==> src/rtl/vcc_pkg.sv <==
// ----------------------------------------------------------------------------
// vcc_pkg
// Shared types, codes and helper functions of the vending credit controller.
// ----------------------------------------------------------------------------
package vcc_pkg;

  // field widths fixed by the interface
  localparam int ACTION_W = 3;
  localparam int MONEY_W  = 16;
  localparam int OPTION_W = 5;
  localparam int COUNT_W  = 8;
  localparam int PRICE_W  = 16;
  localparam int MCODE_W  = 2;
  localparam int PROD_W   = 3;
  localparam int CFG_IDX_W = 3;

  // event codes
  localparam logic [ACTION_W-1:0] ACT_INSERT   = 3'd0;
  localparam logic [ACTION_W-1:0] ACT_SELECT   = 3'd1;
  localparam logic [ACTION_W-1:0] ACT_REFUND   = 3'd2;
  localparam logic [ACTION_W-1:0] ACT_RESTOCK  = 3'd3;
  localparam logic [ACTION_W-1:0] ACT_DISPENSE = 3'd4;

  // register indexes
  localparam logic [CFG_IDX_W-1:0] REG_PRICE_PLAIN     = 3'd0;
  localparam logic [CFG_IDX_W-1:0] REG_PRICE_SPICY     = 3'd1;
  localparam logic [CFG_IDX_W-1:0] REG_PRICE_CHOCOLATE = 3'd2;
  localparam logic [CFG_IDX_W-1:0] REG_PRICE_COCONUT   = 3'd3;
  localparam logic [CFG_IDX_W-1:0] REG_PRICE_FRUITY    = 3'd4;

  // price reset values, pence
  localparam logic [PRICE_W-1:0] PRICE_PLAIN_RST     = 16'd100;
  localparam logic [PRICE_W-1:0] PRICE_SPICY_RST     = 16'd150;
  localparam logic [PRICE_W-1:0] PRICE_CHOCOLATE_RST = 16'd200;
  localparam logic [PRICE_W-1:0] PRICE_COCONUT_RST   = 16'd200;
  localparam logic [PRICE_W-1:0] PRICE_FRUITY_RST    = 16'd200;

  // product indexes, in code order
  localparam logic [PROD_W-1:0] PROD_NONE      = 3'd0;
  localparam logic [PROD_W-1:0] PROD_PLAIN     = 3'd1;
  localparam logic [PROD_W-1:0] PROD_SPICY     = 3'd2;
  localparam logic [PROD_W-1:0] PROD_CHOCOLATE = 3'd3;
  localparam logic [PROD_W-1:0] PROD_COCONUT   = 3'd4;
  localparam logic [PROD_W-1:0] PROD_FRUITY    = 3'd5;

  // one-hot product codes
  localparam logic [OPTION_W-1:0] CODE_NONE      = 5'b00000;
  localparam logic [OPTION_W-1:0] CODE_PLAIN     = 5'b00001;
  localparam logic [OPTION_W-1:0] CODE_SPICY     = 5'b00010;
  localparam logic [OPTION_W-1:0] CODE_CHOCOLATE = 5'b00100;
  localparam logic [OPTION_W-1:0] CODE_COCONUT   = 5'b01000;
  localparam logic [OPTION_W-1:0] CODE_FRUITY    = 5'b10000;

  // reported mode codes
  localparam logic [MCODE_W-1:0] MODE_CODE_EMPTY    = 2'd0;
  localparam logic [MCODE_W-1:0] MODE_CODE_NOCREDIT = 2'd1;
  localparam logic [MCODE_W-1:0] MODE_CODE_CREDIT   = 2'd2;
  localparam logic [MCODE_W-1:0] MODE_CODE_DISPENSE = 2'd3;

  // controller mode
  typedef enum logic [3:0] {
    MODE_EMPTY    = 4'b0001,
    MODE_NOCREDIT = 4'b0010,
    MODE_CREDIT   = 4'b0100,
    MODE_DISPENSE = 4'b1000
  } mode_t;

  // one result item
  typedef struct packed {
    logic                accepted;
    logic [MCODE_W-1:0]  mode_now;
    logic [MONEY_W-1:0]  credit_now;
    logic [COUNT_W-1:0]  stock_now;
    logic [MONEY_W-1:0]  refund_amount;
    logic [OPTION_W-1:0] dispensed_code;
    logic [MONEY_W-1:0]  shortfall;
  } result_t;

  function automatic logic [PROD_W-1:0] code_to_product(input logic [OPTION_W-1:0] code);
    logic [PROD_W-1:0] p;
    case (code)
      CODE_PLAIN:     p = PROD_PLAIN;
      CODE_SPICY:     p = PROD_SPICY;
      CODE_CHOCOLATE: p = PROD_CHOCOLATE;
      CODE_COCONUT:   p = PROD_COCONUT;
      CODE_FRUITY:    p = PROD_FRUITY;
      default:        p = PROD_NONE;
    endcase
    return p;
  endfunction

  function automatic logic [OPTION_W-1:0] product_to_code(input logic [PROD_W-1:0] p);
    logic [OPTION_W-1:0] c;
    case (p)
      PROD_PLAIN:     c = CODE_PLAIN;
      PROD_SPICY:     c = CODE_SPICY;
      PROD_CHOCOLATE: c = CODE_CHOCOLATE;
      PROD_COCONUT:   c = CODE_COCONUT;
      PROD_FRUITY:    c = CODE_FRUITY;
      default:        c = CODE_NONE;
    endcase
    return c;
  endfunction

  function automatic logic [MCODE_W-1:0] mode_code(input mode_t m);
    logic [MCODE_W-1:0] c;
    case (m)
      MODE_EMPTY:    c = MODE_CODE_EMPTY;
      MODE_NOCREDIT: c = MODE_CODE_NOCREDIT;
      MODE_CREDIT:   c = MODE_CODE_CREDIT;
      MODE_DISPENSE: c = MODE_CODE_DISPENSE;
      default:       c = MODE_CODE_EMPTY;
    endcase
    return c;
  endfunction

endpackage

==> src/rtl/vcc_step.sv <==
// ----------------------------------------------------------------------------
// vcc_step
// Next-state and result logic for one event against the current state.
// ----------------------------------------------------------------------------
module vcc_step #(
  parameter int CREDIT_BITS = 16,
  parameter int STOCK_BITS  = 8
) (
  input  vcc_pkg::mode_t                  mode,
  input  logic [CREDIT_BITS-1:0]          credit,
  input  logic [STOCK_BITS-1:0]           stock,
  input  logic [vcc_pkg::PROD_W-1:0]      sel,
  input  logic [vcc_pkg::ACTION_W-1:0]    action,
  input  logic [vcc_pkg::MONEY_W-1:0]     money,
  input  logic [vcc_pkg::OPTION_W-1:0]    option,
  input  logic [vcc_pkg::COUNT_W-1:0]     stock_count,
  input  logic [vcc_pkg::PRICE_W-1:0]     price,
  output vcc_pkg::mode_t                  mode_next,
  output logic [CREDIT_BITS-1:0]          credit_next,
  output logic [STOCK_BITS-1:0]           stock_next,
  output logic [vcc_pkg::PROD_W-1:0]      sel_next,
  output vcc_pkg::result_t                result
);

  // working widths cover both the state and the fixed fields
  localparam int CW = (CREDIT_BITS > vcc_pkg::MONEY_W) ? CREDIT_BITS : vcc_pkg::MONEY_W;
  localparam int SW = (STOCK_BITS > vcc_pkg::COUNT_W) ? STOCK_BITS : vcc_pkg::COUNT_W;
  localparam logic [CREDIT_BITS-1:0] CREDIT_MAX = '1;
  localparam logic [STOCK_BITS-1:0]  STOCK_MAX  = '1;

  logic [CW-1:0]            money_w, credit_w, price_w, cmax_w, next_credit_w;
  logic [SW-1:0]            count_w, smax_w, next_stock_w;
  logic [CREDIT_BITS-1:0]   money_sat, credit_sub;
  logic [CREDIT_BITS:0]     credit_sum;
  logic [STOCK_BITS-1:0]    count_sat, stock_dec;
  logic [vcc_pkg::PROD_W-1:0] opt_prod;
  logic                     accepted;
  logic [vcc_pkg::MONEY_W-1:0]  refund_amount, shortfall;
  logic [vcc_pkg::OPTION_W-1:0] dispensed_code;

  // widened operands and saturated inputs
  assign money_w   = CW'(money);
  assign credit_w  = CW'(credit);
  assign price_w   = CW'(price);
  assign cmax_w    = CW'(CREDIT_MAX);
  assign count_w   = SW'(stock_count);
  assign smax_w    = SW'(STOCK_MAX);
  assign money_sat = (money_w > cmax_w) ? CREDIT_MAX : money_w[CREDIT_BITS-1:0];
  assign count_sat = (count_w > smax_w) ? STOCK_MAX : count_w[STOCK_BITS-1:0];

  // arithmetic used by the events
  assign credit_sum = {1'b0, credit} + {1'b0, money_sat};
  assign credit_sub = (credit_w >= price_w) ? CREDIT_BITS'(credit_w - price_w) : '0;
  assign stock_dec  = (stock != '0) ? stock - 1'b1 : '0;
  assign opt_prod   = vcc_pkg::code_to_product(option);

  // event decode
  always_comb begin
    mode_next      = mode;
    credit_next    = credit;
    stock_next     = stock;
    sel_next       = sel;
    accepted       = 1'b0;
    refund_amount  = '0;
    dispensed_code = '0;
    shortfall      = '0;
    case (action)
      vcc_pkg::ACT_INSERT: begin
        if (mode == vcc_pkg::MODE_NOCREDIT) begin
          credit_next = money_sat;
          mode_next   = vcc_pkg::MODE_CREDIT;
          accepted    = 1'b1;
        end else if (mode == vcc_pkg::MODE_CREDIT) begin
          credit_next = credit_sum[CREDIT_BITS] ? CREDIT_MAX : credit_sum[CREDIT_BITS-1:0];
          accepted    = 1'b1;
        end
      end
      vcc_pkg::ACT_SELECT: begin
        if (mode == vcc_pkg::MODE_CREDIT && opt_prod != vcc_pkg::PROD_NONE) begin
          if (price_w <= credit_w) begin
            sel_next  = opt_prod;
            mode_next = vcc_pkg::MODE_DISPENSE;
            accepted  = 1'b1;
          end else begin
            shortfall = vcc_pkg::MONEY_W'(price_w - credit_w);
          end
        end
      end
      vcc_pkg::ACT_REFUND: begin
        if (mode == vcc_pkg::MODE_EMPTY || mode == vcc_pkg::MODE_CREDIT) begin
          refund_amount = vcc_pkg::MONEY_W'(credit_w);
          credit_next   = '0;
          if (mode == vcc_pkg::MODE_CREDIT) begin
            mode_next = vcc_pkg::MODE_NOCREDIT;
          end
          accepted = 1'b1;
        end
      end
      vcc_pkg::ACT_RESTOCK: begin
        if (mode == vcc_pkg::MODE_EMPTY && stock_count != '0) begin
          stock_next = count_sat;
          mode_next  = vcc_pkg::MODE_NOCREDIT;
          accepted   = 1'b1;
        end
      end
      vcc_pkg::ACT_DISPENSE: begin
        if (mode == vcc_pkg::MODE_DISPENSE) begin
          stock_next     = stock_dec;
          credit_next    = credit_sub;
          dispensed_code = vcc_pkg::product_to_code(sel);
          if (stock_dec == '0) begin
            mode_next = vcc_pkg::MODE_EMPTY;
          end else if (credit_sub == '0) begin
            mode_next = vcc_pkg::MODE_NOCREDIT;
          end else begin
            mode_next = vcc_pkg::MODE_CREDIT;
          end
          accepted = 1'b1;
        end
      end
      default: begin
        // undefined events are refused
        accepted = 1'b0;
      end
    endcase
  end

  // result item, low bits of the state after the event
  assign next_credit_w = CW'(credit_next);
  assign next_stock_w  = SW'(stock_next);

  always_comb begin
    result.accepted       = accepted;
    result.mode_now       = vcc_pkg::mode_code(mode_next);
    result.credit_now     = next_credit_w[vcc_pkg::MONEY_W-1:0];
    result.stock_now      = next_stock_w[vcc_pkg::COUNT_W-1:0];
    result.refund_amount  = refund_amount;
    result.dispensed_code = dispensed_code;
    result.shortfall      = shortfall;
  end

endmodule

==> src/rtl/vcc_out_buf.sv <==
// ----------------------------------------------------------------------------
// vcc_out_buf
// Two-entry result buffer: an output register with a skid stage behind it.
// ----------------------------------------------------------------------------
module vcc_out_buf (
  input  logic             clk,
  input  logic             rst,
  input  logic             push,
  input  vcc_pkg::result_t push_data,
  output logic             can_push,
  output logic             out_valid,
  input  logic             out_ready,
  output vcc_pkg::result_t out_data
);

  logic             main_valid;
  logic             skid_valid;
  vcc_pkg::result_t main_data;
  vcc_pkg::result_t skid_data;

  assign can_push  = !skid_valid;
  assign out_valid = main_valid;
  assign out_data  = main_data;

  // control
  always_ff @(posedge clk) begin
    if (rst) begin
      main_valid <= 1'b0;
      skid_valid <= 1'b0;
    end else if (main_valid && !out_ready) begin
      if (push) begin
        skid_valid <= 1'b1;
      end
    end else if (skid_valid) begin
      main_valid <= 1'b1;
      skid_valid <= 1'b0;
    end else begin
      main_valid <= push;
    end
  end

  // payload
  always_ff @(posedge clk) begin
    if (main_valid && !out_ready) begin
      if (push) begin
        skid_data <= push_data;
      end
    end else if (skid_valid) begin
      main_data <= skid_data;
    end else if (push) begin
      main_data <= push_data;
    end
  end

endmodule

==> src/rtl/vending_credit_controller_core.sv <==
// ----------------------------------------------------------------------------
// vending_credit_controller_core
// Four-mode vending controller handling one event per input item.
// ----------------------------------------------------------------------------
// Usage:
//   Input channel (in_valid/in_ready) carries one event: action, money,
//   option and stock_count. Output channel (out_valid/out_ready) returns one
//   result per event: accepted flag, mode, credit, stock, refund, dispensed
//   code and shortfall. The config port writes one price register per cycle
//   when cfg_we is high; cfg_index selects the register, cfg_data the value.
//   A result is registered, in the skid stage if a result already waits.
//   Throughput: one item per cycle while in_ready is high; the state update
//   is a single pass of compare, add/subtract and mode select in vcc_step.
//   A stalled receiver is absorbed by a skid stage: one more item is taken
//   while a result waits, then in_ready drops until the waiting result is
//   taken, and rises again the cycle after.
//   Reset (rst, synchronous): mode out of stock, credit and stock zero, no
//   product selected, prices back to defaults, output buffer empty.
// ----------------------------------------------------------------------------
module vending_credit_controller_core #(
  parameter int CREDIT_BITS = 16,
  parameter int STOCK_BITS  = 8
) (
  input  logic                            clk,
  input  logic                            rst,
  input  logic                            cfg_we,
  input  logic [vcc_pkg::CFG_IDX_W-1:0]   cfg_index,
  input  logic [vcc_pkg::PRICE_W-1:0]     cfg_data,
  input  logic                            in_valid,
  output logic                            in_ready,
  input  logic [vcc_pkg::ACTION_W-1:0]    action,
  input  logic [vcc_pkg::MONEY_W-1:0]     money,
  input  logic [vcc_pkg::OPTION_W-1:0]    option,
  input  logic [vcc_pkg::COUNT_W-1:0]     stock_count,
  output logic                            out_valid,
  input  logic                            out_ready,
  output logic                            accepted,
  output logic [vcc_pkg::MCODE_W-1:0]     mode_now,
  output logic [vcc_pkg::MONEY_W-1:0]     credit_now,
  output logic [vcc_pkg::COUNT_W-1:0]     stock_now,
  output logic [vcc_pkg::MONEY_W-1:0]     refund_amount,
  output logic [vcc_pkg::OPTION_W-1:0]    dispensed_code,
  output logic [vcc_pkg::MONEY_W-1:0]     shortfall
);

  logic [vcc_pkg::PRICE_W-1:0] price_plain, price_spicy, price_chocolate;
  logic [vcc_pkg::PRICE_W-1:0] price_coconut, price_fruity, price;

  vcc_pkg::mode_t             mode, mode_next;
  logic [CREDIT_BITS-1:0]     credit, credit_next;
  logic [STOCK_BITS-1:0]      stock, stock_next;
  logic [vcc_pkg::PROD_W-1:0] sel, sel_next, price_prod;
  logic                       push;
  vcc_pkg::result_t           step_result, out_data;

  assign push = in_valid && in_ready;

  // price registers
  always_ff @(posedge clk) begin
    if (rst) begin
      price_plain     <= vcc_pkg::PRICE_PLAIN_RST;
      price_spicy     <= vcc_pkg::PRICE_SPICY_RST;
      price_chocolate <= vcc_pkg::PRICE_CHOCOLATE_RST;
      price_coconut   <= vcc_pkg::PRICE_COCONUT_RST;
      price_fruity    <= vcc_pkg::PRICE_FRUITY_RST;
    end else if (cfg_we) begin
      case (cfg_index)
        vcc_pkg::REG_PRICE_PLAIN:     price_plain     <= cfg_data;
        vcc_pkg::REG_PRICE_SPICY:     price_spicy     <= cfg_data;
        vcc_pkg::REG_PRICE_CHOCOLATE: price_chocolate <= cfg_data;
        vcc_pkg::REG_PRICE_COCONUT:   price_coconut   <= cfg_data;
        vcc_pkg::REG_PRICE_FRUITY:    price_fruity    <= cfg_data;
        default: begin
          // writes past the register list are dropped
        end
      endcase
    end
  end

  // price lookup: the chosen option on select, the held product otherwise
  assign price_prod = (action == vcc_pkg::ACT_SELECT) ? vcc_pkg::code_to_product(option) : sel;

  always_comb begin
    case (price_prod)
      vcc_pkg::PROD_PLAIN:     price = price_plain;
      vcc_pkg::PROD_SPICY:     price = price_spicy;
      vcc_pkg::PROD_CHOCOLATE: price = price_chocolate;
      vcc_pkg::PROD_COCONUT:   price = price_coconut;
      vcc_pkg::PROD_FRUITY:    price = price_fruity;
      default:                 price = '0;
    endcase
  end

  // event logic
  vcc_step #(
    .CREDIT_BITS (CREDIT_BITS),
    .STOCK_BITS  (STOCK_BITS)
  ) u_step (
    .mode        (mode),
    .credit      (credit),
    .stock       (stock),
    .sel         (sel),
    .action      (action),
    .money       (money),
    .option      (option),
    .stock_count (stock_count),
    .price       (price),
    .mode_next   (mode_next),
    .credit_next (credit_next),
    .stock_next  (stock_next),
    .sel_next    (sel_next),
    .result      (step_result)
  );

  // controller state, updated once per accepted item
  always_ff @(posedge clk) begin
    if (rst) begin
      mode   <= vcc_pkg::MODE_EMPTY;
      credit <= '0;
      stock  <= '0;
      sel    <= vcc_pkg::PROD_NONE;
    end else if (push) begin
      mode   <= mode_next;
      credit <= credit_next;
      stock  <= stock_next;
      sel    <= sel_next;
    end
  end

  // result buffer
  vcc_out_buf u_out_buf (
    .clk       (clk),
    .rst       (rst),
    .push      (push),
    .push_data (step_result),
    .can_push  (in_ready),
    .out_valid (out_valid),
    .out_ready (out_ready),
    .out_data  (out_data)
  );

  assign accepted       = out_data.accepted;
  assign mode_now       = out_data.mode_now;
  assign credit_now     = out_data.credit_now;
  assign stock_now      = out_data.stock_now;
  assign refund_amount  = out_data.refund_amount;
  assign dispensed_code = out_data.dispensed_code;
  assign shortfall      = out_data.shortfall;

endmodule

==> config.mk <==
export PLATFORM = sky130hd
export DESIGN_NAME = vending_credit_controller_core
export DESIGN_NICKNAME = d
export VERILOG_FILES = /design/src/rtl/vcc_pkg.sv /design/src/rtl/vcc_step.sv /design/src/rtl/vcc_out_buf.sv /design/src/rtl/vending_credit_controller_core.sv
export SDC_FILE = /design/constraint.sdc
export NUM_CORES = 1
export LEC_CHECK = 0
export ABC_AREA = 0
export BUFFER_PORTS_ARGS = -buffer_cell sky130_fd_sc_hd__buf_2
export CAP_MARGIN = 10
export CORE_ASPECT_RATIO = 0.6
export CORE_MARGIN = 2
export CORE_UTILIZATION = 60
export DETAILED_ROUTE_END_ITERATION = 10
export HOLD_SLACK_MARGIN = 0.06
export PLACE_DENSITY = 0.8
export SYNTH_ARGS = -nofsm -noshare
export SYNTH_HDL_FRONTEND = slang
export SYNTH_SLANG_ARGS = --single-unit
export TNS_END_PERCENT = 10
==> constraint.sdc <==
create_clock -name clk -period 15.1 [get_ports clk]
set_clock_uncertainty 0.15 [all_clocks]
set_input_delay 3.02 -clock clk [delete_from_list [all_inputs] [get_ports clk]]
set_output_delay 3.02 -clock clk [all_outputs]
set_load 0.005 [all_outputs]
==> Word level (Yosys, flattened, before mapping) <==
Cells that the tools add are included.
Widths: inputs -> output; s select.
{ "word_totals": {"word_cells": 134, "register_bits": 241, "out_inout_bits": 66} }
{ "op_classes": {"eq_ne": 30, "bitwise": 1, "n_reduce_logical": 24, "n_lt_le_gt_ge": 4, "add_sub_neg": 4, "muxes": 46} }
{ "op_table": {"columns": ["op", "count"], "rows": [
  ["$mux 16", 12],
  ["$mux 64", 2],
  ["$pmux 16 s5", 1],
  ["$pmux 16 s3", 1],
  ["$mux 4", 8],
  ["$mux 8", 4],
  ["$sub 16x16->16", 2],
  ["$pmux 5 s5", 1],
  ["$eq 3x2->1 const B", 8],
  ["$pmux 4 s5", 1],
  ["$eq 3x3->1 const B", 6],
  ["$add 16x16->17", 1],
  ["$ge 16x16->1", 1],
  ["$gt 16x16->1 const B", 1],
  ["$le 16x16->1", 1],
  ["$logic_not 16->1", 1],
  ["$pmux 8 s2", 1],
  ["$reduce_bool 8->1", 2],
  ["$pmux 3 s5", 1],
  ["$reduce_and 2->1", 7],
  ["$eq 3x1->1 const B", 4],
  ["$mux 5", 2],
  ["$eq 4x2->1 const B", 2],
  ["$eq 4x3->1 const B", 2],
  ["23 further kinds", 37]
]} }

==> Depth between registers and ports, before layout <==
{ "logic_depth": {"word_depth": 16, "ltp_mapped": 23, "mapped_depth_nobuf": 20} }

==> Cells and area by module <==
Synthesis repeated with hierarchy kept, for this count alone.
{ "hier_totals": {"hier_cells": 1477, "area_unflattened_um2": 13954.6} }
{ "modules_own_cells": {"columns": ["mod", "seq_area_each_um2", "instances", "cells_per_inst", "area_per_inst_um2"], "rows": [
  ["vcc_out_buf", 3883.7, 1, 209, 4859.7],
  ["vending_credit_controller_core", 2222.1, 1, 620, 4830.9],
  ["vcc_step", 0.0, 1, 648, 4264.1]
]} }

==> Worst setup path before layout <==
Ideal clock, no wire load.
{ "synth_timing": {"path_type": "in2reg", "startpoint": "input action[1] (netlist bit)", "endpoint": "register u_out_buf.main_data, in the netlist u_out_buf.out_data[56], data pin", "n_path_buf": 3, "arrival_ns": 7.072, "path_stages": 21, "setup_time_ns": 0.260, "setup_slack_ns": 7.617, "t_required_ns": 14.690, "path_cell_list": "buf_2 nor2_1 nand2_1 mux2i_1 and2_0 clkbuf_1 a221o_1 o21ai_0 inv_1 ha_1 inv_1 fa_1 a211oi_2 o21ai_1 a31o_4 a211oi_4 nor2_4 buf_6 a222oi_1 nand2_1 mux2_4"} }
{ "synth_between": {"elab_chain_cells": 10, "elab_cells_between_ends": 18} }
{ "synth_lines": {"columns": ["element", "line", "source"], "rows": [
  ["from (decl)", "vending_credit_controller_core.sv:31", "input logic [vcc_pkg::ACTION_W-1:0] action,"],
  ["$eq 3x1->1", "vending_credit_controller_core.sv:81", "assign price_prod = (action == vcc_pkg::ACT_SELECT) ? vcc_pkg::code_to_product(option) : sel;"],
  ["$mux 3", "vending_credit_controller_core.sv:81", null],
  ["$eq 3x3->1 (tied with other cells)", "vending_credit_controller_core.sv:84", "case (price_prod)"],
  ["$pmux 16 s5", "vending_credit_controller_core.sv:84", null],
  ["$sub 16x16->16 or $ge 16x16->1 (tied branches)", "vcc_step.sv:53", "assign credit_sub = (credit_w >= price_w) ? CREDIT_BITS'(credit_w - price_w) : '0;"],
  ["$mux 16", "vcc_step.sv:53", null],
  ["$mux 16", "vcc_step.sv:107", "if (mode == vcc_pkg::MODE_DISPENSE) begin"],
  ["$pmux 16 s3 (*)", "vcc_step.sv:67", "case (action)"],
  ["net credit_next[11]", "vending_credit_controller_core.sv:50", "logic [CREDIT_BITS-1:0] credit, credit_next;"],
  ["$mux 64 (*)", "vcc_out_buf.sv:50", "end else if (push) begin"],
  ["$mux 64 (*)", "vcc_out_buf.sv:48", "end else if (skid_valid) begin"],
  ["to (signal assigned)", "vcc_out_buf.sv:49", "main_data <= skid_data;"],
  ["to (signal assigned)", "vcc_out_buf.sv:51", "main_data <= push_data;"],
  ["to (decl)", "vcc_out_buf.sv:18", "vcc_pkg::result_t main_data;"]
]} }
The timed path passes the listed nets; every way through them passes the cells marked *. The select of a mux whose other input is x is not followed.
A chain may end at the register's enable or synchronous reset.

==> Worst setup path after layout <==
{ "layout_timing": {"startpoint": "input option[4] (netlist bit)", "endpoint": "register u_out_buf.main_data, in the netlist u_out_buf.out_data[48], data pin"} }
{ "layout_between": {"elab_chain_cells": 11, "elab_cells_between_ends": 20} }
{ "layout_lines": {"columns": ["element", "line", "source"], "rows": [
  ["from (decl)", "vending_credit_controller_core.sv:33", "input logic [vcc_pkg::OPTION_W-1:0] option,"],
  ["$eq 5x5->1 (tied with other cells)", "vcc_pkg.sv:81", "case (code)"],
  ["$pmux 3 s5 (*)", "vcc_pkg.sv:81", null],
  ["$mux 3 (*)", "vending_credit_controller_core.sv:81", null],
  ["$eq 3x3->1 (tied with other cells)", "vending_credit_controller_core.sv:84", null],
  ["$pmux 16 s5 (*)", "vending_credit_controller_core.sv:84", null],
  ["$sub 16x16->16 or $ge 16x16->1 (tied branches)", "vcc_step.sv:53", null],
  ["$mux 16 (*)", "vcc_step.sv:53", null],
  ["$mux 16 (*)", "vcc_step.sv:107", null],
  ["$pmux 16 s3 (*)", "vcc_step.sv:67", null],
  ["net credit_next[3]", "vending_credit_controller_core.sv:50", null],
  ["$mux 64 (*)", "vcc_out_buf.sv:50", null],
  ["$mux 64 (*)", "vcc_out_buf.sv:48", null]
]} }
Marks and branches as above.

==> qor.csv <==
metric;value;unit
wire_per_inst;22.3;um
hpwl;31.4;mm
finalSetupViolations;0;
rows;42;
cts.clk_slew.worst_paths;0.06;ns
path_class;primary input to flop;
htreeDepth;1;
max_cap_violations;0;
grt_start_max_net_pins;114;
endpoint;u_out_buf.out_data[48]$_DFFE_PP_;
synthFlopType;edfxtp_1;
crit_path_start_kind;primary input;
routed-via-count;12100;
rsz0062_at_grt;no;
clockRootBuffer;clkbuf_16;
routed_via_density;6.44;
dieHeight;121;um
diodes;0;
critPathRequiredTime;15.36;ns
ys_seq_elements;241;
wirelength;41.8;mm
ys_seq_area_share;44.3;%
fin_cells;1876;
nets;1659;
drtIter0Drc;1695;
dpl.cell_count;1834;
cp-startpoint;option[4];
antenna_found_initial;1;
hold_violations;0;
min_path_type;flop to flop;
pwr_density_cell;106;nW/um2
hold_buffers;0;
yosysTopAreaCellShare;27.9;%
netlist-cell-type-count;82;
drive_gt1_share;16.8;%
met2_usage;44.7;%
synth_area_leaders;edfxtp_1, dfxtp_1, nand2_1;
syn_inst;1483;
grt_pass1_vias;10900;
cts_tree;built;
synth_top_cell_by_area;edfxtp_1;
hold_ws;0.305;ns
port_buffers;121;
crit_path_cell_trace;buf_2 > xnor2_1 > nor4_1 > mux2i_2 > nor2_1 > nand2_1 > o21ai_0 > nand2_1 > o21ai_0 > ha_1 > nand4_1 > or4_1 > a21oi_2 > a211oi_4 > nor2_4 > inv_2 > o221ai_1 > a21boi_0 > mux2_2;
tns;0;ns
cp.arrival;8.57;ns
critical_path.endpoint_type;flop;
irDropWorstVdd;0.0000724;V
cts_buffers;23;
ios;122;
die_w;200;um
status;complete, no violations;
drv_slew;0;
start_util;61.8;%
holdCritStartpoint;price_chocolate[15]$_SDFFE_PP0P_;
rrSetupSlack;9.67;ns
grt.busiest_layer;met1;
r2r-start;sel[2]$_SDFFE_PP0P_;
use_met3;10.8;%
nFillCells;1780;
coreArea;22300;um2
min_period;8.32;ns
numClockSinks;241;
rr_endpoint;u_out_buf.out_data[48]$_DFFE_PP_;
grt_pass1_wl;63.9;mm
finalCritPeriodShare;55.1;%
track_usage;34.8;%
relSlewSlack;17.3;%
synth_edf_count;128;
met1_usage;56.0;%
worst_slew_pin_slew;1.24;ns
yosysWarnings;0;
p_leak;5.96;nW
syn-num-nets;1591;
firstDrtPassIters;7;
ant_nets;0;
drc;0;
slowest_delay;0.80;ns
netlist_top_cells_count;nand2_1, edfxtp_1, a21oi_1;
area_delta_synth_final;10.5;%
place_congestion;1.05;
rr_worst_depth;13;
insertion_delay;0.54;ns
clock_path_buffers;3;
async_flop_share;0;%
die_area;24200;um2
synth_most_common_cell;nand2_1;
cts_setup_buffers;0;
overflow;0;
crit_fanout;16;
fmax;120;MHz
syn_area_per_cell;9.28;um2
crit_slowest_cell;nor2_1;
syn-cell-area;13800;um2
cts_resized;0;
## final cells by class
class                   instances  area [um2]  area share [%]
clock inverters                12         105           0.691
clock buffers                  30         647            4.25
multi-input cells            1113        7110            46.8
inverters                      37         139           0.913
well taps                     308         385            2.53
repair buffers                135         713            4.69
flip-flops and latches        241        6110            40.2
## through the flow
stage               setup WS, ns  util, %  area, um2  total power [mW]
floorplan                   7.62        -      13800             0.942
global placement            6.56     64.9      14500              1.03
detailed placement          6.40     64.9      14500              1.04
CTS                         6.94     68.3      15200              1.61
global route                6.39     68.3      15200              1.67
finish                      6.78     68.3      15200              1.62
## worst min-delay path by stage
stage,endpoint,slack [ns],cells after the start
after global placement,price_plain[14]$_SDFFE_PP0P_,0.29,2
after global routing,price_spicy[12]$_SDFFE_PP0P_,0.32,2
final,price_chocolate[15]$_SDFFE_PP0P_,0.30,2
after detailed placement,price_plain[3]$_SDFFE_PP0P_,0.30,2
after CTS,price_spicy[10]$_SDFFE_PP0P_,0.31,2
after floorplan,price_chocolate[0]$_SDFFE_PP0P_,0.29,2
## placed cells by master (no fill, tap or decap), types with 11 or more instances in the layout
| cell type | Yosys | routed |
|---|---|---|
| buf_4 | 5 | 15 |
| dfxtp_1 | 113 | 113 |
| nand3b_1 | 20 | 20 |
| o21a_1 | 28 | 27 |
| mux2_2 | 44 | 44 |
| a211oi_1 | 20 | 20 |
| nor2_1 | 113 | 112 |
| nand2b_1 | 15 | 15 |
| a21o_1 | 20 | 20 |
| xnor2_1 | 29 | 29 |
| a21oi_1 | 119 | 119 |
| o31ai_1 | 12 | 12 |
| xor2_1 | 14 | 14 |
| nand2_1 | 256 | 256 |
| buf_2 | 21 | 120 |
| inv_1 | 36 | 35 |
| a221oi_1 | 13 | 13 |
| o211ai_1 | 11 | 11 |
| o21ai_0 | 84 | 84 |
| edfxtp_1 | 128 | 128 |
| nand3_1 | 13 | 13 |
| ha_1 | 49 | 49 |
| clkbuf_16 | 0 | 24 |
| mux2i_1 | 34 | 34 |
| nor3_1 | 54 | 54 |
## kinds of logic (layout without fill, tap and decap cells)
| kind of cell | Yosys count | after routing | share of synthesized area [%] |
|---|---|---|---|
| xor gates and xnor gates | 43 | 43 | 2.74 |
| and+or+nand+nor | 543 | 543 | 18.5 |
| adders and majority gates | 52 | 52 | 4.89 |
| AOI/OAI and AO/OA | 395 | 395 | 19.1 |
| DFF | 241 | 241 | 44.3 |
| muxes | 80 | 80 | 6.28 |
| buffers and inverters | 129 | 214 | 4.06 |
## report_power, final
group / switching [mW] / internal [mW]
registers: 0.0201 / 0.719
clock network: 0.259 / 0.323
logic: 0.190 / 0.105
total: 0.469 / 1.15
## registers in the layout, indices dropped and copies added (netlist names)
register,cells
u_out_buf.skid_data,64
u_out_buf.out_valid,1
u_out_buf.skid_valid,1
price_spicy,16
u_out_buf.out_data,64
credit,16
price_fruity,16
price_plain,16
price_chocolate,16
stock,8
price_coconut,16
mode,4
sel,3
## routing by layer
metal / wire, um / share of wire (%)
met4: 751 / 1.8
met2: 15800 / 38
met3: 6020 / 14
met5: 12 / 0.029
met1: 19200 / 46
## critical path, delay by kind of cell
family	cells	cell delay (ns)
XOR/XNOR	1	0.13
AND/OR/NAND/NOR	7	2.68
buffers and inverters	2	0.27
AO/OA/AOI/OAI	6	1.23
multiplexers	2	0.68
adder cells (fa/ha/maj)	1	0.57
Power figures use the tool's default switching activity.
